<file path="config.mk">
export PLATFORM = sky130hd
export DESIGN_NAME = tplg_front
export DESIGN_NICKNAME = d
export VERILOG_FILES = /design/src/rtl/tplg_pkg.sv /design/src/rtl/tplg_front.sv
export SDC_FILE = /design/constraint.sdc
export NUM_CORES = 1
export LEC_CHECK = 0
export BUFFER_PORTS_ARGS = -buffer_cell sky130_fd_sc_hd__buf_4
export CAP_MARGIN = 5
export CORE_MARGIN = 4
export CORE_UTILIZATION = 40
export DETAILED_ROUTE_END_ITERATION = 8
export HOLD_SLACK_MARGIN = 0.06
export PLACE_DENSITY = 0.58
export SYNTH_ARGS = -nofsm -noshare
export SYNTH_HDL_FRONTEND = slang
export SYNTH_SLANG_ARGS = --single-unit
export TNS_END_PERCENT = 10
</file>
<file path="constraint.sdc">
create_clock -name clk -period 13.4 [get_ports clk]
set_input_delay 4.02 -clock clk [delete_from_list [all_inputs] [get_ports clk]]
set_output_delay 4.02 -clock clk [all_outputs]
set_load 0.05 [all_outputs]
</file>
<file path="src/rtl/tplg_pkg.sv">
package tplg_pkg;

  localparam int COORD_WIDTH_DEF   = 24;
  localparam int FRACTION_BITS_DEF = 8;

  // Bit positions of the result flags in the output tuser
  localparam int USER_VERTICAL = 0;
  localparam int USER_SATURATE = 1;
  localparam int USER_WIDTH    = 2;

  // Round a bit count up to whole bytes
  function automatic int byte_bits(input int bits);
    return ((bits + 7) / 8) * 8;
  endfunction

endpackage

</file>
<file path="src/rtl/tplg_front.sv">
module tplg_front #(
  parameter int W = tplg_pkg::COORD_WIDTH_DEF,
  parameter int F = tplg_pkg::FRACTION_BITS_DEF
) (
  input  logic                                   clk,
  input  logic                                   rst,
  input  logic                                   in_valid,
  output logic                                   in_ready,
  input  logic [tplg_pkg::byte_bits(4*W)-1:0]    in_data,
  output logic                                   out_valid,
  input  logic                                   out_ready,
  output logic [6*W+1:0]                         out_entry
);
  import tplg_pkg::*;

  logic [W-1:0] x1, y1, x2, y2;
  logic [W:0]   dx, dy, ndx, ndy, sx, sy, msx, msy;
  logic [W+1:0] hx, hy;
  logic [W-1:0] mag_dx, mag_dy, mid_x, mid_y;
  logic         neg, vert;
  logic [6*W+1:0] entry_next;

  logic           valid;
  logic [6*W+1:0] entry;

  assign x1 = in_data[W-1:0];
  assign y1 = in_data[2*W-1:W];
  assign x2 = in_data[3*W-1:2*W];
  assign y2 = in_data[4*W-1:3*W];

  always_comb begin
    dx  = {x1[W-1], x1} - {x2[W-1], x2};
    dy  = {y1[W-1], y1} - {y2[W-1], y2};
    ndx = -dx;
    ndy = -dy;
    mag_dx = dx[W] ? ndx[W-1:0] : dx[W-1:0];
    mag_dy = dy[W] ? ndy[W-1:0] : dy[W-1:0];
    neg  = (dx[W] != dy[W]) && (dy != '0);
    vert = (dx == '0);
    // midpoint: halve the magnitude with rounding, then restore the sign
    sx  = {x1[W-1], x1} + {x2[W-1], x2};
    sy  = {y1[W-1], y1} + {y2[W-1], y2};
    msx = sx[W] ? -sx : sx;
    msy = sy[W] ? -sy : sy;
    hx  = ({1'b0, msx} + {{(W+1){1'b0}}, 1'b1}) >> 1;
    hy  = ({1'b0, msy} + {{(W+1){1'b0}}, 1'b1}) >> 1;
    mid_x = sx[W] ? -hx[W-1:0] : hx[W-1:0];
    mid_y = sy[W] ? -hy[W-1:0] : hy[W-1:0];
    entry_next = {mid_y, mid_x, y1, x1, vert, neg, mag_dy, mag_dx};
  end

  assign in_ready  = !valid || out_ready;
  assign out_valid = valid;
  assign out_entry = entry;

  always_ff @(posedge clk) begin
    if (rst) begin
      valid <= 1'b0;
    end else if (in_ready) begin
      valid <= in_valid;
    end
  end

  always_ff @(posedge clk) begin
    if (in_valid && in_ready) begin
      entry <= entry_next;
    end
  end

endmodule

</file>
# Word level (Yosys, flattened, before mapping)
# Cells that the tools add are included.
# word_totals
ff_bits,147
latch_bits,0
ramBits,0
romBits,0
word_cells,27
n_memories,0
# classes
n_addsub,12
n_mul,0
div_mod_pow,0
order_cmp,0
eq_ne,1
n_shift,0
muxes,6
bitwise,0
n_reduce_logical,6
# op_table
cell,n
24-bit two-way mux,4
24-bit negation,4
24-bit by 24-bit adder with 25-bit output,2
"25-bit by 1-bit adder with 25-bit output, second input constant",2
25-bit two-way mux,2
25-bit negation,2
24-bit by 24-bit subtractor with 25-bit output,2
25-bit zero test,1
25-bit nonzero test,1
1-bit logical AND,2
1-bit zero test,1
1-bit logical OR,1
1-bit != test,1

# Depth between registers and ports, before layout
# Gate-level depths: netlist of run 1.
# logic_depth
word_depth,6
ltp_mapped,31

# Least setup slack after synthesis of run 1
# No wires, ideal clock.
# synth_path
path_type,input-to-reg
from,in in_data[24] (netlist bit)
to,"reg entry[143] (netlist: out_entry[143]), data pin"
setup_ns,0.269
t_arrival_ns,10.543
t_required_ns,13.131
path_slack_ns,2.588
path_stages,31
n_path_buf,6
cell_sequence,ha_1 > inv_1 > fa_1 > o21bai_1 > a2111oi_0 > o21ai_2 > nand3_1 > a21oi_2 > a21o_1 > buf_2 > buf_2 > buf_1 > clkbuf_1 > buf_1 > nor2_1 > a21oi_1 > ha_1 > buf_1 > nor2b_1 > nand3_1 > o311a_1 > a211oi_1 > a32oi_1 > a211o_1 > and4bb_2 > nand3_1 > mux2_2 > o211ai_1 > nor4_1 > o31ai_1 > xor2_1
# synth_between
elab_chain_len,6
# synth_lines
item,line_no,rtl
start: declaration,tplg_front.sv:9,"input logic [tplg_pkg::byte_bits(4*W)-1:0] in_data,"
24-bit by 24-bit adder with 25-bit output *,tplg_front.sv:42,"sy = {y1[W-1], y1} + {y2[W-1], y2};"
25-bit negation,tplg_front.sv:44,msy = sy[W] ? -sy : sy;
25-bit two-way mux,tplg_front.sv:44,
25-bit by 1-bit adder with 25-bit output,tplg_front.sv:46,"hy = ({1'b0, msy} + {{(W+1){1'b0}}, 1'b1}) >> 1;"
24-bit negation,tplg_front.sv:48,mid_y = sy[W] ? -hy[W-1:0] : hy[W-1:0];
24-bit two-way mux *,tplg_front.sv:48,
via mid_y[21],tplg_front.sv:19,"logic [W-1:0] mag_dx, mag_dy, mid_x, mid_y;"
end signal: assignment,tplg_front.sv:66,entry <= entry_next;
end: declaration,tplg_front.sv:24,logic [6*W+1:0] entry;
# The timed path passes the listed nets; every way through them passes the cells marked *.
# A chain may end at the register's enable or synchronous reset.

# Final worst setup path of run 1
# Ends and elaborated chain as after synthesis.

==> out/metrics.cfg, run 1 <==
[layout]
register_area_mm2 = 0.00440
nFillCells = 3928
final_cell_area_mm2 = 0.0191
drive_gt1_share_pct = 17.1
syn_to_final_growth_pct = 17.9
multiInputGateArea_mm2 = 0.0109
fin_nets = 2338

[power_and_ir_drop]
p_per_area_mw_per_mm2 = 131
clkPwrFrac_pct = 20.3
seqPwrFrac_pct = 26.0
irDropWorstVdd_mv = 0.100
internal-power_w = 0.00136
p_switching_w = 0.00115
netSwitchingFraction_pct = 45.8
leakage_nw = 7.40
pwr-share-comb_pct = 53.7

[logic_synthesis]
syn_inst = 1932
synth_fa_ha_area_share_pct = 8.54
ys_ff_latch = 147
seq_area_frac_synth_pct = 27.2
yosys_warnings = 0
synth_top_cell_area_share_pct = 27.1
synth_mux_area_share_pct = 1.35
synth_ff_type = edfxtp_1
syn-mean-instance-area_um2 = 8.37
syn_nets = 2140
synth_top_family_by_area = compound AO/OA/AOI/OAI gates
ys_top_cells_by_area = edfxtp_1 27%, xnor2_1 9.8%, ha_1 8.0%
ys_top_cells_by_count = 180 x xnor2_1, 165 x nor2_1, 146 x edfxtp_1
yosysTopAreaCell = edfxtp_1
netlist_area_mm2 = 0.0162
synth.most_common_cell = xnor2_1
synthSimpleGateAreaFrac_pct = 22.4
async_reset_ff_share_pct = 0
synth_edf_count = 146
synth_compound_area_share_pct = 22.8
synth-xor-area-share_pct = 12.5
synth_cell_type_count = 105

[critical_path]
critPathTopFamily = compound AO/OA/AOI/OAI gates
crit_path_top_delay_cell = a21oi_2
crit_type = input port to flop
arrival_ns = 10.74
start_kind = input port
path_buf_inv = 2
crit_path_end_kind = flop
cp_max_fo = 13
cpMostUsedCell = nand3_1
required_ns = 13.61
slowest_delay_ns = 0.49

[global_routing]
antenna_found_initial = 1
grt_usage_pct = 22.1
grt_max_degree = 58
grt_pass1_vias = 14500
grt_pass1_wl_um = 79000
gr-total-overflow = 0

[floorplan]
die_width_um = 209
core_region_area_mm2 = 0.0398
start_util_pct = 40.6
rows = 73
io_pins = 248
die_area_mm2 = 0.0437
die-height_um = 209

[clocking]
cts_hold_buffers = 0
clk_pin_slew_ns = 0.07
cts_made_buffers = 17
cts.sinks = 147
clock_path_buffers = 2
cts_root_buffer = clkbuf_16
cts_resized = 0
cts_setup_buffers = 0
h-tree-depth = 4
cts_tree = done
worstSkewPairLatency_ns = 0.47

[timing]
tns_ns = 0
fin_crit_ns = 10.53
hold_violations = 0
max_freq_mhz = 95.0
period_share_pct = 78.6
rsz0062_at_grt = no
slew_headroom_pct = 20.8
worst_slew_pin_slew_ns = 1.19
slew_viol_final = 0
skew_ns = 0.00874
finalSetupViolCount = 0

[place]
hpwl_um = 39900
placed_area_mm2 = 0.0185
routabilityCongestion = 0.873
port_buffers = 247

[status]
status = finished clean

[route]
drt_iter0_markers = 1136
drcViolationCount = 0
wl_per_cell_um = 18.9
firstDrtPassIters = 5
drt-total-wl_um = 50500
via_per_inst = 5.79
via_count = 15500
ant_nets = 0

[job]
max_cap_violations = 0

[hold_path]
min_path_type = flop to flop

[tightest hold or removal path: cells and delay by family (launching register included)]
kind / cells / cell delay (ns)
AO/OA/AOI/OAI: 1 / 0.08
flip-flops: 1 / 0.31
AND/OR/NAND/NOR: 1 / 0.11
[metal layers]
metal / track usage [%] / part of all wire, % / up-vias
met5: 0 / 0 / -
met4: 6.19 / 2.3 / 0
met3: 3.93 / 6.1 / 56
met2: 35.2 / 45 / 472
met1: 31.1 / 47 / 7375
li1: - / - / 7553
[power groups by stage]
stage,registers (W),logic (W),clock network [W]
6_report,0.000651,0.00134,0.000508
2_1_floorplan,0.000912,0.000731,0
4_1_cts,0.000652,0.00134,0.000524
3_5_place_dp,0.000660,0.00133,0
5_1_grt,0.000658,0.00145,0.000544
3_3_place_gp,0.000660,0.00133,0
[worst paths after layout]
kind	startpoint	end	slack, ns	cells past startpoint
setup / recovery	in_data[24]	out_entry[143]	2.87	26
setup reg to reg	out_valid	out_entry[136]	11.32	3
hold / removal	out_valid	out_valid	0.53	2
hold reg to reg	out_valid	out_valid	0.53	2
[cells by family after synthesis]
group | count (synthesis)
AOI/OAI and AO/OA | 536
xor gates and xnor gates | 226
adders and majority gates | 108
buffers and inverters | 213
DFF | 147
muxes | 21
and+or+nand+nor | 681
[sequential cells by signal (all words and copies together), names as in the netlist]
signal     flops
out_valid      1
out_entry    146
[cell type report]
type,instances,share of cell area (%)
clock buffer,17,2.23
tap,525,3.45
sequential,147,23.1
antenna,1,0.0131
multi-input combinational,1572,57.4
timing repair buffer,262,10.3
clock inverter,15,0.893
inverter,130,2.56
[cell usage in the layout (no fill, tap or decap), drive strengths merged, types with 25 or more instances in the layout]
master,n
xnor2,181
nand4,33
edfxtp,146
inv,138
o31ai,27
nand2,116
xor2,43
o21ai,107
a21oi,126
buf,262
and3,28
nand3,66
or2,25
nor4,30
or3,25
nor3,63
a21o,25
a211oi,27
nor2b,31
ha,104
a31oi,32
nor2,166
[metrics by stage]
| stage | util (%) | hold WS [ns] | total power (W) | setup slack (ns) | std cells |
|---|---|---|---|---|---|
| floorplan | - | 1.11 | 0.00164 | 2.59 | 1932 |
| global placement | 46.4 | 0.509 | 0.00199 | 2.74 | 2636 |
| detailed placement | 46.4 | 0.533 | 0.00199 | 2.43 | 2636 |
| CTS | 47.9 | 0.543 | 0.00252 | 2.93 | 2668 |
| global route | 47.9 | 0.594 | 0.00265 | 2.44 | 2668 |
| finish | 47.9 | 0.532 | 0.00250 | 2.87 | 2669 |
(Power assumes the default switching activity.)
==> inputs of run 2 (changes only) <==
ABC_AREA = 1   (was unset)
PLACE_DENSITY = 0.6   (was 0.58)
clock period = 9.4 ns   (was 13.4 ns; I/O delays follow)
==> out/metrics.cfg, run 2 <==
[logic_synthesis]
syn-mean-instance-area_um2 = 6.92  ; was 8.37 µm²
synth_edf_count = 146  ; unchanged
ys_ff_latch = 147  ; unchanged
synth_top_cell_area_share_pct = 28.6  ; was 27.1%
seq_area_frac_synth_pct = 28.8  ; was 27.2%
ys_top_cells_by_count = 622 x nand2_1, 319 x inv_1, 202 x nor2_1  ; was 180 x xnor2_1, 165 x nor2_1, 146 x edfxtp_1
yosys_warnings = 0  ; unchanged
async_reset_ff_share_pct = 0  ; unchanged
synth_ff_type = edfxtp_1  ; unchanged
ys_top_cells_by_area = edfxtp_1 29%, nand2_1 15%, ha_1 8.5%  ; was edfxtp_1 27%, xnor2_1 9.8%, ha_1 8.0%
synth.most_common_cell = nand2_1  ; was xnor2_1
yosysTopAreaCell = edfxtp_1  ; unchanged
syn_inst = 2213  ; was 1,932
syn_nets = 2421  ; was 2,140
synth_cell_type_count = 55  ; was 105
netlist_area_mm2 = 0.0153  ; was 0.0162 mm²

[place]
port_buffers = 247  ; unchanged
hpwl_um = 35500  ; was 39,900 µm
place_inst = 2926  ; was 2,636
placed_area_mm2 = 0.0176  ; was 0.0185 mm²
place_ws_ns = 2.12  ; was 2.43 ns
routabilityCongestion = 0.908  ; was 0.873

[timing]
tns_ns = 0  ; unchanged
fin_crit_ns = 6.83
rsz0062_at_grt = no  ; unchanged
slew_headroom_pct = 28.2  ; was 20.8%
slew_viol_final = 0  ; unchanged
period_share_pct = 72.7
hold_slack_ns = 0.541  ; was 0.532 ns
max_freq_mhz = 146
fin_ws_ns = 2.57  ; was 2.87 ns
skew_ns = 0.0130  ; was 0.00874 ns
hold_violations = 0  ; unchanged
worst_slew_pin_slew_ns = 1.08  ; was 1.19 ns
finalSetupViolCount = 0  ; unchanged

[floorplan]
die_width_um = 204  ; was 209 µm
start_util_pct = 40.6  ; about the same
rows = 71  ; was 73
die_area_mm2 = 0.0415  ; was 0.0437 mm²
core_region_area_mm2 = 0.0378  ; was 0.0398 mm²
die-height_um = 204  ; was 209 µm
io_pins = 248  ; unchanged

[job]
max_cap_violations = 0  ; unchanged

[critical_path]
crit_path_end_kind = flop  ; unchanged
start_kind = input port  ; unchanged
cp_max_fo = 47  ; was 13
critPathTopFamily = simple AND/OR/NAND/NOR gates  ; was compound AO/OA/AOI/OAI gates
path_buf_inv = 5  ; was 2
slowest_delay_ns = 0.60  ; was 0.49 ns
required_ns = 9.62  ; was 13.61 ns
cpMostUsedCell = nand2_1  ; was nand3_1
crit_path_top_delay_cell = inv_2  ; was a21oi_2
arrival_ns = 7.05  ; was 10.74 ns
crit_type = input port to flop  ; unchanged

[clocking]
clk_pin_slew_ns = 0.07  ; about the same
cts_tree = done  ; unchanged
h-tree-depth = 4  ; unchanged
cts_hold_buffers = 0  ; unchanged
cts_made_buffers = 17  ; unchanged
cts.sinks = 147  ; unchanged
clock_path_buffers = 2  ; unchanged
worstSkewPairLatency_ns = 0.46  ; was 0.47 ns
cts_resized = 0  ; unchanged
cts_root_buffer = clkbuf_16  ; unchanged
cts_setup_buffers = 0  ; unchanged

[layout]
fin_nets = 2642  ; was 2,338
final_cells = 2955  ; was 2,669
final_common_cell = nand2_1  ; was buf_4
largest_reg_flops = 146  ; unchanged
nFillCells = 3830  ; was 3,928
drive_gt1_share_pct = 18.0  ; was 17.1%
final_cell_area_mm2 = 0.0181  ; was 0.0191 mm²
layout_common_cells = 622 x nand2_1, 319 x inv_1, 249 x buf_4  ; was 262 x buf_4, 180 x xnor2_1, 165 x nor2_1
diodes = 0  ; was 1
syn_to_final_growth_pct = 18.2  ; was 17.9%

[power_and_ir_drop]
p_per_area_mw_per_mm2 = 184  ; was 131 mW/mm²
leakage_nw = 9.07  ; was 7.40 nW
irDropWorstVdd_mv = 0.146  ; was 0.100 mV

[route]
wl_per_cell_um = 14.6  ; was 18.9 µm
drcViolationCount = 0  ; unchanged
ant_nets = 0  ; unchanged
via_per_inst = 4.89  ; was 5.79
drt_iter0_markers = 733  ; was 1,136
via_count = 14400  ; was 15,500
drt-total-wl_um = 43100  ; was 50,500 µm
firstDrtPassIters = 5  ; unchanged

[global_routing]
grt_max_degree = 147  ; was 58
grt_pass1_vias = 14300  ; was 14,500
gr-total-overflow = 0  ; unchanged
antenna_found_initial = 0  ; was 1
grt_usage_pct = 20.9  ; was 22.1%
grt_pass1_wl_um = 71100  ; was 79,000 µm

[status]
status = finished clean  ; unchanged

[hold_path]
min_path_type = flop to flop  ; unchanged

run 2: changes by cell type after synthesis, sizes merged, moves of 26 or more:
cell	delta
nand3	+129
and3	-28
inv	+229
nor2	+87
clkbuf	-48
xor2	+77
o21ai	-40
nand2	+546
nor2b	-31
nor3	-38
xnor2	-146
a21oi	-37
a31oi	-26
o31ai	-27
run 2: layer usage:
metal	wire length (µm)	GRT usage (%)	part of all wire, %	up-vias
met1	19200	26.3	45	6624
met2	21400	37.4	50	300
met5	0	0	0	-
met4	819	5.44	1.9	0
met3	1640	3.39	3.8	42
li1	-	-	-	7477
run 2: power by group:
| part | total, W | switching, W | internal [W] |
|---|---|---|---|
| registers | 0.000919 | 0.0000350 | 0.000884 |
| logic | 0.00174 | 0.00122 | 0.000520 |
| clock network | 0.000668 | 0.000286 | 0.000382 |
run 2: area by class of cell:
cell class              instances  area [µm²]  share of cell area [%]
clock inverters                12         118                   0.650
flip-flops and latches        147        4400                    24.3
well taps                     511         639                    3.53
clock buffers                  17         425                    2.35
multi-input cells            1656        9260                    51.2
inverters                     362        1360                    7.51
repair buffers                250        1890                    10.4
run 2: final timing paths:
kind	start	end	slack, ns	cells past startpoint
setup / recovery	in_data[24]	out_entry[144]	2.57	30
hold / removal	out_valid	out_valid	0.54	2
setup reg to reg	out_valid	out_entry[140]	7.69	2
hold reg to reg	out_valid	out_valid	0.54	2
run 2: cell families after synthesis:
group | share of synthesized area (%)
simple gates | 35.0
buf+inv | 10.8
compound gates | 7.43
xor+xnor | 8.96
flops | 28.8
fa+ha+maj | 9.02
run 2: worst register-to-register path, stage by stage, from the launching register on:
cell     delay [ns]
dfxtp_1        0.34
a21oi_4        0.17
buf_12         0.40
run 2: through the flow:
step	utilization [%]	power [W]
3_3_place_gp	46.5	0.00266
6_report	47.9	0.00332
5_1_grt	47.9	0.00356
4_1_cts	47.9	0.00336
3_5_place_dp	46.5	0.00267
2_1_floorplan	-	0.00223
