### src/rtl/tplg_pkg.sv
package tplg_pkg;

  localparam int COORD_WIDTH_DEF   = 24;
  localparam int FRACTION_BITS_DEF = 8;

  // Bit positions of the result flags in the output tuser
  localparam int USER_VERTICAL = 0;
  localparam int USER_SATURATE = 1;
  localparam int USER_WIDTH    = 2;

  // Round a bit count up to whole bytes
  function automatic int byte_bits(input int bits);
    return ((bits + 7) / 8) * 8;
  endfunction

endpackage

### src/rtl/tplg_queue.sv
module tplg_queue #(
  parameter int EW = 8
) (
  input  logic          clk,
  input  logic          rst,
  input  logic          in_valid,
  output logic          in_ready,
  input  logic [EW-1:0] in_data,
  output logic          out_valid,
  input  logic          out_ready,
  output logic [EW-1:0] out_data
);
  import tplg_pkg::*;

  logic [EW-1:0] slots [2];
  logic          wr_ptr, rd_ptr;
  logic [1:0]    count;
  logic          push, pop;

  assign in_ready  = (count != 2'd2);
  assign out_valid = (count != 2'd0);
  assign out_data  = slots[rd_ptr];
  assign push = in_valid && in_ready;
  assign pop  = out_valid && out_ready;

  always_ff @(posedge clk) begin
    if (rst) begin
      wr_ptr <= 1'b0;
      rd_ptr <= 1'b0;
      count  <= 2'd0;
    end else begin
      if (push) begin
        wr_ptr <= !wr_ptr;
      end
      if (pop) begin
        rd_ptr <= !rd_ptr;
      end
      if (push && !pop) begin
        count <= count + 2'd1;
      end else if (pop && !push) begin
        count <= count - 2'd1;
      end
    end
  end

  always_ff @(posedge clk) begin
    if (push) begin
      slots[wr_ptr] <= in_data;
    end
  end

endmodule

### config.mk
export PLATFORM = sky130hd
export DESIGN_NAME = tplg_queue
export DESIGN_NICKNAME = d
export VERILOG_FILES = /design/src/rtl/tplg_pkg.sv /design/src/rtl/tplg_queue.sv
export SDC_FILE = /design/constraint.sdc
export NUM_CORES = 1
export LEC_CHECK = 0
export ABC_AREA = 0
export ABC_CLOCK_PERIOD_IN_PS = 1400
export BUFFER_PORTS_ARGS = -buffer_cell sky130_fd_sc_hd__buf_4
export CAP_MARGIN = 5
export CORE_MARGIN = 5
export CORE_UTILIZATION = 44
export DETAILED_ROUTE_END_ITERATION = 16
export PLACE_DENSITY = 0.72
export SYNTH_ARGS = -nofsm -noshare
export SYNTH_HDL_FRONTEND = slang
export SYNTH_SLANG_ARGS = --single-unit
### constraint.sdc
create_clock -name clk -period 1.4 [get_ports clk]
set_input_delay 0.07 -clock clk [delete_from_list [all_inputs] [get_ports clk]]
set_output_delay 0.07 -clock clk [all_outputs]
set_load 0.01 [all_outputs]
[Word level (Yosys, flattened, before mapping)]
Memory sizes are Yosys's and may differ from the RTL's. A register that Yosys moved wholly into a read port is not among the register bits.
Cells that the tools add are included.
Word-level totals
  memories kept: 1
  output and inout bits: 10
  bits in writable memories: 16
  bits in registers: 4
  logic and storage cells: 23
Memories
  slots: depth 2, width 8, rd ports 1, clocked after Yosys merged registers in 1, write ports 1, line tplg_queue.sv:15  | logic [EW-1:0] slots [2];
Cells by class
  reductions and logical operators: 10
  eq/ne operators: 1
  $add $sub $neg: 2
  muxes and demuxes: 6
Operators with widths (count)
  $logic_and A1 B1 Y1: 4
  $logic_not A1 Y1: 4
  $mux W1: 4
  $mux W2: 2
  $reduce_bool A2 Y1: 2
  $add A2 B1 Y2 const B: 1
  $ne A2 B2 Y1 const B: 1
  $sub A2 B1 Y2 const B: 1

[Depth between registers and ports, before layout]
Gate-level depths: netlist of the first run.
  word-level depth: 6
  mapped depth: 6

[Least setup slack after synthesis of the first run]
Ideal clock, no wire load.
  path type: reg2reg
  start point: register count[0]
  end point: register count[1]
  clock period less this slack: 1517 ps
  slack: -117 ps
  stages on the path, launching flop included: 6
  data required time: 1330 ps
  setup time: 70 ps
  data arrival time: 1447 ps
  cell sequence: dfxtp_1 nand2b_4 and2_1 ha_1 or3_1 a21oi_1
On the way
  longest elaborated chain between the ends: 5
  elaborated cells between the ends (all ways): 13
  classes of those cells: add/sub: 2; eq/ne: 1; mux: 2; reduce/logical: 8
Ends and longest elaborated chain
  start, declared: line tplg_queue.sv:17  | logic [1:0] count;
  start signal, assigned: line tplg_queue.sv:39  | count <= count + 2'd1;
  start signal, assigned: line tplg_queue.sv:41  | count <= count - 2'd1;
  $ne A2 B2 Y1 (*): line tplg_queue.sv:20  | assign in_ready = (count != 2'd2);
  via in_ready: line tplg_queue.sv:7  | output logic in_ready,
  $logic_and A1 B1 Y1 (*): line tplg_queue.sv:23  | assign push = in_valid && in_ready;
  via push: line tplg_queue.sv:18  | logic push, pop;
  $logic_not A1 Y1: line tplg_queue.sv:40  | end else if (pop && !push) begin
  $logic_and A1 B1 Y1: line tplg_queue.sv:40
  $reduce_bool A2 Y1 (no line)
The timed path passes the listed nets; every way through them passes the cells marked *. The select of a mux whose other input is x is not followed.
A chain may end at the register's enable or synchronous reset.

[Worst setup path after layout of the first run]
  start point: register count[0]
  end point: register count[1]
On the way
  longest elaborated chain between the ends: 5
  elaborated cells between the ends (all ways): 13
  classes of those cells: add/sub: 2; eq/ne: 1; mux: 2; reduce/logical: 8
Ends and longest elaborated chain (line)
  $ne A2 B2 Y1 (*): tplg_queue.sv:20
  $logic_and A1 B1 Y1 (*): tplg_queue.sv:23
  via push: tplg_queue.sv:18
  $logic_not A1 Y1: tplg_queue.sv:40
  $logic_and A1 B1 Y1: tplg_queue.sv:40
  $reduce_bool A2 Y1 (no line)
Marks and branches as above.

==> impl_metrics.yaml, run 1 <==
status:
  status: "finished with violations"
  violations: "negative setup slack"
setup_path:
  critical_path_class: "flip-flop to flip-flop"
  worstRegToRegCells: 6
  path_max_fanout: 4
  worstPathArrival_ns: 1.70
  slowest_delay_ns: 0.35
  setup.worst_path.start_class: "flip-flop"
  path_cells: "nand2b_4, and2_4, ha_4, xor2_2, or3_1, a21oi_2"
  endpoint_kind: "flip-flop"
  slowest_stage: "dfxtp_2"
  reg2reg_from: "count[0]$_SDFFE_PP0P_"
  cp.required_ns: 1.63
  setup.worst_path.start: "count[0]$_SDFFE_PP0P_"
run:
  maxCapViolCount: 0
sta:
  finalSetupViolCount: 1
  worst_slack_ns: -0.0646
  min_period_over_period_pct: 105
  hold_violations: 0
  post-route-min-period_ns: 1.46
  relSlewSlack_pct: 77.9
  whs_ns: 0.0793
  tns_ns: -0.0646
  fin_skew_ns: 0.00137
  drv_slew: 0
  rsz0062_at_grt: "yes"
  tightest_slew_ns: 0.331
  clock.fmax_mhz: 683
clock_tree:
  cts_tree: "done"
  cts-root-buf: "clkbuf_4"
  clkSinkCount: 21
  clk_latency_ns: 0.29
  clk_path_buf_depth: 2
  cts_setup_buffers: 0
  htree_levels: 1
  cts_made_buffers: 3
  clkSlewWorstSetupHoldPaths_ns: 0.11
floorplan:
  row_count: 15
  io_pins: 22
  initial_core_util_pct: 46.7
  die_w_um: 52.8
  core_area_mm2: 0.00173
  dieArea_mm2: 0.00279
  die_y_um: 52.8
routing:
  routedWlPerCell_um: 13.2
  viasPerCell: 4.73
  via_count: 525
  ant_nets: 0
  drtIter0Drc: 9
  drt_drc_violations_left: 0
  totalWireLength_um: 1470
  first_pass_iters: 4
cells_and_area:
  diodes: 0
  seq_area_um2: 584
  num-fill-cells: 135
  final_cells: 111
  area_growth_pct: 45.2
  multiInputGateArea_um2: 246
  fin_nets: 100
  drive_above_1_share_pct: 54.7
place:
  gp_congestion: 0.639
  place.detailed.hpwl_um: 1070
  pre_cts_ws_ns: -0.0831
  numPortBuffers: 21
  dp_cells: 98
synthesis:
  synthFlopType: "edfxtp_1"
  syn-num-nets: 62
  synth_edf_count: 16
  synth_common_cells: "16 x edfxtp_1, 8 x mux2_2, 5 x dfxtp_1, 3 x nor2_1, 3 x xor2_1"
  synthTopCellsByArea: "edfxtp_1 60%, dfxtp_1 12%, mux2_2 11%"
  synth_cells: 49
  synth.cell_area_um2: 806
  ys_ff_latch: 21
  yosysWarnings: 0
  yosysTopAreaCell: "edfxtp_1"
  async_flop_share_pct: 0
  synth.distinct_cells: 17
  syn_area_per_cell_um2: 16.4
  synth_top_area_share_pct: 59.6
  synth_most_common_cell: "edfxtp_1"
  ys_seq_area_share_pct: 72.0
min_path:
  min_from: "in_valid"
  hold_depth: 3
  hold_class: "primary input to flip-flop"
global_route:
  first_global_vias: 588
  grt_max_degree: 12
  gr-total-overflow: 0
  grt_pass1_wl_um: 2420
  grt_antenna_before_repair: 0
  grt.total_usage_pct: 12.7
power:
  power_density_mw_per_mm2: 1610
  total_power_mw: 1.88
  leakagePower_nw: 0.463
  ir_drop_mv: 1.06
critical path: cells and delay by family (launching register included):
kind,cells,cell delay (ns)
xor+xnor,1,0.14
simple gates,3,0.63
fa+ha+maj,1,0.15
compound gates,1,0.13
flops,1,0.35
stage by stage:
stage,utilization (%),cell area [um^2]
finish,67.8,1170
global route,67.8,1170
CTS,67.5,1170
detailed placement,60.0,1040
global placement,60.0,1040
floorplan,-,822
state kept, by name, summed over array words and instances (netlist names), named ones only:
| signal | flops |
|---|---|
| slots | 16 |
| count | 2 |
| rd_ptr | 1 |
| wr_ptr | 1 |
layer usage:
| layer | vias up | routed length [um] | global-route usage, % |
|---|---|---|---|
| met1 | 249 | 570 | 13.1 |
| li1 | 254 | - | - |
| met3 | 2 | 80 | 2.85 |
| met2 | 20 | 807 | 23.3 |
| met4 | 0 | 12 | 6.38 |
| met5 | - | 0 | 0 |
final timing paths:
path	to	slack [ns]
max	count[1]$_SDFFE_PP0P_	-0.06
min	wr_ptr$_SDFFE_PP0P_	0.08
min reg2reg	rd_ptr$_SDFFE_PP0P_	0.56
max reg2reg	count[1]$_SDFFE_PP0P_	-0.06
final cells by class:
class,count,share of cell area [%]
inverter,1,0.321
sequential,21,49.9
timing repair buffer,34,23.7
tap,25,2.67
clock buffer,4,2.25
multi-input combinational,26,21.1
where the power goes:
| group | internal (mW) | total, mW | switching [mW] | leakage, nW |
|---|---|---|---|---|
| Combinational | 0.420 | 0.716 | 0.296 | 0.256 |
| Sequential | 0.799 | 0.882 | 0.0828 | 0.192 |
| Clock | 0.111 | 0.281 | 0.170 | 0.0150 |
| Total | 1.33 | 1.88 | 0.549 | 0.463 |
logic make-up after synthesis:
kind of cell	count (synthesis)	share of synthesized area (%)
flip-flops	21	72.1
AND/OR/NAND/NOR	9	7.14
multiplexers	8	11.2
AO/OA/AOI/OAI	5	3.73
XOR/XNOR	3	3.26
buffers and inverters	2	1.09
adder cells (fa/ha/maj)	1	1.55
cell usage in the layout, fill, tap and decap left out, types with 2 or more instances in the layout:
master	n
buf_4	25
edfxtp_1	16
dlygate4sd3_1	9
mux2_2	8
nor2_1	3
dfxtp_2	3
clkbuf_4	3
xor2_1	2
dfxtp_1	2
timing repair:
item,4_1_cts,5_1_grt
gates resized for setup,4,1
hold buffers,9,0
endpoints found under the hold margin,21,0
endpoints found under the setup margin,9,1
Note: power is estimated with default switching activity, not from simulation.
==> run 2, diff against run 1 <==
CELL_PAD_IN_SITES_DETAIL_PLACEMENT = 1   (was unset)
CELL_PAD_IN_SITES_GLOBAL_PLACEMENT = 1   (was unset)
CORE_MARGIN = unset   (was 5)
CORE_UTILIZATION = 36   (was 44)
PLACE_DENSITY = 0.79   (was 0.72)
==> impl_metrics.yaml, run 2 (synthesized netlist as in run 1, its figures left out) <==
setup_path:
  worstPathArrival_ns: 1.69
  slowest_delay_ns: 0.37
  critical_path_class: "flip-flop to flip-flop"
  path_max_fanout: 4
  slowest_stage: "dfxtp_4"
  cp.required_ns: 1.63
  worstRegToRegCells: 6
  endpoint_kind: "flip-flop"
  setup.worst_path.start_class: "flip-flop"
  path_cells: "nand2b_4, and2_4, ha_4, xor2_1, or3_1, a21oi_1"
sta:
  min_period_over_period_pct: 104
  fin_skew_ns: 0.00100
  drv_slew: 0
  post-route-min-period_ns: 1.46
  tightest_slew_ns: 0.334
  finalSetupViolCount: 1
  relSlewSlack_pct: 77.7
  worst_slack_ns: -0.0609
  rsz0062_at_grt: "yes"
  hold_violations: 0
  clock.fmax_mhz: 685
routing:
  via_count: 519
  drtIter0Drc: 3
  drt_drc_violations_left: 0
  viasPerCell: 4.59
  first_pass_iters: 3
  routedWlPerCell_um: 13.9
  totalWireLength_um: 1570
  ant_nets: 0
cells_and_area:
  multiInputGateArea_um2: 235
  diodes: 0
  fin_nets: 100
  top_regs: "slots: 16 flops, count: 2 flops"
  most-common-layout-cells: "24 x buf_4, 16 x edfxtp_1, 9 x dlygate4sd3_1, 8 x mux2_2"
  largest_reg_flops: 16
  seq_area_um2: 587
  drive_above_1_share_pct: 52.3
  num-fill-cells: 204
  final_common_cell: "buf_4"
  area_growth_pct: 46.0
  regMostFlops: "slots"
  final_cells: 113
floorplan:
  core_area_mm2: 0.00204
  dieArea_mm2: 0.00243
  die_y_um: 49.3
  initial_core_util_pct: 39.5
  die_w_um: 49.3
  io_pins: 22
  row_count: 16
place:
  place.detailed.hpwl_um: 1050
  pre_cts_ws_ns: -0.0434
  gp_congestion: 0.620
  numPortBuffers: 21
  dp_cells: 99
clock_tree:
  clkSinkCount: 21
  htree_levels: 1
  cts_made_buffers: 3
  clkSlewWorstSetupHoldPaths_ns: 0.11
  cts-root-buf: "clkbuf_4"
  clk_latency_ns: 0.29
  cts_tree: "done"
  clk_path_buf_depth: 2
power:
  ir_drop_mv: 0.828
  leakagePower_nw: 0.465
  power_density_mw_per_mm2: 1590
min_path:
  hold_class: "primary input to flip-flop"
  hold_depth: 3
global_route:
  gr-total-overflow: 0
  grt_antenna_before_repair: 0
  grt_pass1_wl_um: 2510
  first_global_vias: 591
  grt.total_usage_pct: 14.7
  grt_max_degree: 12
status:
  status: "finished with violations"
  violations: "negative setup slack"
run:
  maxCapViolCount: 0
==> run 2: timing repair <==
action | CTS | global route
hold endpoints to repair | 21 | 0
hold buffers | 9 | 0
setup endpoints to repair | 9 | 4
setup buffers | 0 | 1
gates resized for setup | 2 | 2
==> run 2: worst paths after layout <==
| path | end | from | slack, ns |
|---|---|---|---|
| hold reg to reg | rd_ptr$_SDFFE_PP0P_ | rd_ptr$_SDFFE_PP0P_ | 0.55 |
| hold / removal | wr_ptr$_SDFFE_PP0P_ | in_valid | 0.07 |
| setup / recovery | count[1]$_SDFFE_PP0P_ | count[0]$_SDFFE_PP0P_ | -0.06 |
| setup reg to reg | count[1]$_SDFFE_PP0P_ | count[0]$_SDFFE_PP0P_ | -0.06 |
==> run 2: critical path: cells and delay by family (launching register included) <==
kind	cells	cell delay, ns
adders and majority gates	1	0.15
xor gates and xnor gates	1	0.15
AOI/OAI and AO/OA	1	0.12
DFF	1	0.37
and+or+nand+nor	3	0.61
==> run 2: cell type report <==
class	instances	area share, %
Clock buffer	4	2.23
Inverter	1	0.319
Multi-Input combinational cell	26	20.0
Sequential cell	21	49.9
Tap cell	27	2.87
Timing Repair Buffer	34	24.7
==> run 2: through the flow <==
step | cell area [um^2] | util [%] | power, mW | hold WS (ns) | setup TNS, ns
final | 1180 | 57.6 | 1.87 | 0.0680 | -0.0609
after global routing | 1180 | 57.6 | 1.98 | 0.0611 | -0.103
after CTS | 1160 | 56.9 | 1.86 | 0.0568 | -0.0678
after detailed placement | 1040 | 51.1 | 1.55 | 0.258 | -0.0434
after global placement | 1040 | 51.1 | 1.51 | 0.256 | 0
after floorplan | 822 | - | 1.26 | 0.135 | 0
==> run 2: report_power, final <==
group,switching (mW),internal (mW),total [mW]
combinational,0.286,0.416,0.701
sequential,0.0861,0.804,0.890
clock,0.168,0.111,0.279
total,0.540,1.33,1.87
==> run 2: metal layers <==
layer / part of all wire, % / track usage [%]
met5: 0 / 0
met4: 1.1 / 8.82
met3: 4.6 / 3.12
met2: 56 / 28.8
met1: 38 / 13.3
==> run 3, diff against run 2 <==
ABC_AREA = 1   (was 0)
ABC_CLOCK_PERIOD_IN_PS = 1600   (was 1400)
CORE_UTILIZATION = 39   (was 36)
PLACE_DENSITY = 0.83   (was 0.79)
clock period = 1.6 ns   (was 1.4 ns; I/O delays follow)
==> impl_metrics.yaml, run 3 <==
setup_path:
  endpoint_kind: "primary output"
  setup.worst_path.start_class: "flip-flop"
  path_cells: "mux2_2, buf_4"
  critical_path_class: "flip-flop to primary output"
  cp.required_ns: 1.52
  slowest_stage: "dfxtp_1"
  path_max_fanout: 8
  worstPathArrival_ns: 1.36
  slowest_delay_ns: 0.54
synthesis:
  synth_top_area_share_pct: 58.2
  async_flop_share_pct: 0
  ys_ff_latch: 21
  synth_cells: 62
  synthFlopType: "edfxtp_1"
  yosysWarnings: 0
  synth_edf_count: 16
  synthTopCellsByArea: "edfxtp_1 58%, dfxtp_1 12%, mux2_2 11%"
  synth.distinct_cells: 17
  syn_area_per_cell_um2: 13.3
  synth.cell_area_um2: 826
  synth_most_common_cell: "edfxtp_1"
  yosysTopAreaCell: "edfxtp_1"
  ys_seq_area_share_pct: 70.3
  syn-num-nets: 75
  synth_common_cells: "16 x edfxtp_1, 8 x mux2_2, 7 x nand2_1, 7 x nor2_1, 6 x inv_1"
cells_and_area:
  area_growth_pct: 37.3
  top_regs: "slots: 16 flops, count: 2 flops"
  fin_nets: 110
  largest_reg_flops: 16
  regMostFlops: "slots"
  final_common_cell: "buf_4"
  drive_above_1_share_pct: 39.6
  utilization_pct: 57.2
  diodes: 0
  most-common-layout-cells: "23 x buf_4, 16 x edfxtp_1, 8 x mux2_2, 8 x dlygate4sd3_1"
clock_tree:
  cts_setup_buffers: 0
  clk_latency_ns: 0.29
  cts_made_buffers: 3
  hold_buffers: 8
  cts-root-buf: "clkbuf_4"
  cts_tree: "done"
  clk_path_buf_depth: 2
  htree_levels: 1
  clkSlewWorstSetupHoldPaths_ns: 0.10
  cts.repair.resized: 0
  clkSinkCount: 21
routing:
  drtIter0Drc: 5
  routedWlPerCell_um: 13.4
  via_count: 564
  ant_nets: 0
  drt_drc_violations_left: 0
  viasPerCell: 4.59
  first_pass_iters: 2
  totalWireLength_um: 1650
floorplan:
  die_w_um: 48.0
  core_area_mm2: 0.00198
  row_count: 16
  io_pins: 22
  initial_core_util_pct: 41.7
  dieArea_mm2: 0.00231
  die_y_um: 48.0
power:
  ir_drop_mv: 0.708
  leakagePower_nw: 0.470
  power_density_mw_per_mm2: 1370
sta:
  finalSetupViolCount: 0
  relSlewSlack_pct: 76.9
  whs_ns: 0.0723
  rsz0062_at_grt: "no"
  hold_violations: 0
  tightest_slew_ns: 0.345
  drv_slew: 0
  clock.fmax_mhz: 696
  tns_ns: 0
  min_period_over_period_pct: 89.8
  post-route-min-period_ns: 1.44
  fin_skew_ns: 0.00259
run:
  maxCapViolCount: 0
status:
  status: "finished, final reports clean"
global_route:
  first_global_vias: 604
  gr-total-overflow: 0
  grt_pass1_wl_um: 2440
  grt_max_degree: 12
  grt.total_usage_pct: 16.4
  grt_antenna_before_repair: 0
place:
  numPortBuffers: 21
  place.detailed.hpwl_um: 1260
  gp_congestion: 0.643
min_path:
  hold_class: "primary input to flip-flop"
-- run 3: worst max-delay path, delay by kind of cell (launching register included) --
family | cells | cell delay, ns
buffers and inverters | 1 | 0.14
flip-flops | 1 | 0.54
multiplexers | 1 | 0.39
-- run 3: cells by family (layout without fill, tap and decap cells) --
group | after synthesis | count (layout) | share of synthesized area (%)
AND/OR/NAND/NOR | 19 | 19 | 10.5
flip-flops | 21 | 21 | 70.3
buffers and inverters | 9 | 43 | 4.39
AO/OA/AOI/OAI | 4 | 4 | 2.42
multiplexers | 8 | 8 | 10.9
adder cells (fa/ha/maj) | 1 | 1 | 1.51
-- run 3: cell type report --
type | count | area (um^2)
multi-input combinational | 32 | 209
inverter | 8 | 31.3
fill | 199 | 848
timing repair buffer | 31 | 253
clock buffer | 4 | 26.3
tap | 27 | 33.8
sequential | 21 | 581
-- run 3: power breakdown --
| group | total, mW | internal [mW] | switching (mW) | leakage, nW |
|---|---|---|---|---|
| registers | 0.760 | 0.696 | 0.0639 | 0.191 |
| logic | 0.553 | 0.274 | 0.279 | 0.264 |
| clock network | 0.240 | 0.0968 | 0.144 | 0.0150 |
| total | 1.55 | 1.07 | 0.487 | 0.470 |
-- run 3: through the flow --
stage,area (um^2),std cells,power (mW),worst slack [ns]
floorplan,826,62,1.08,0.285
global placement,1030,111,1.28,0.306
detailed placement,1030,111,1.32,0.202
CTS,1130,123,1.57,0.148
global route,1130,123,1.65,0.0670
finish,1130,123,1.55,0.163
-- run 3: path summary, 6_finish.rpt --
check	startpoint	to	slack, ns	cells past startpoint
setup / recovery	flip-flop	out_data[4]	0.16	2
hold reg to reg	count[0]$_SDFFE_PP0P_	count[0]$_SDFFE_PP0P_	0.52	1
setup reg to reg	count[0]$_SDFFE_PP0P_	count[1]$_SDFFE_PP0P_	0.22	9
hold / removal	out_ready	flip-flop	0.07	3
-- run 3: layer usage --
layer / track usage, % / up-vias / wire length, um
li1: - / 278 / -
met1: 13.5 / 270 / 584
met2: 34.6 / 14 / 998
met3: 3.40 / 2 / 48
met4: 8.89 / 0 / 22
met5: 0 / - / 0
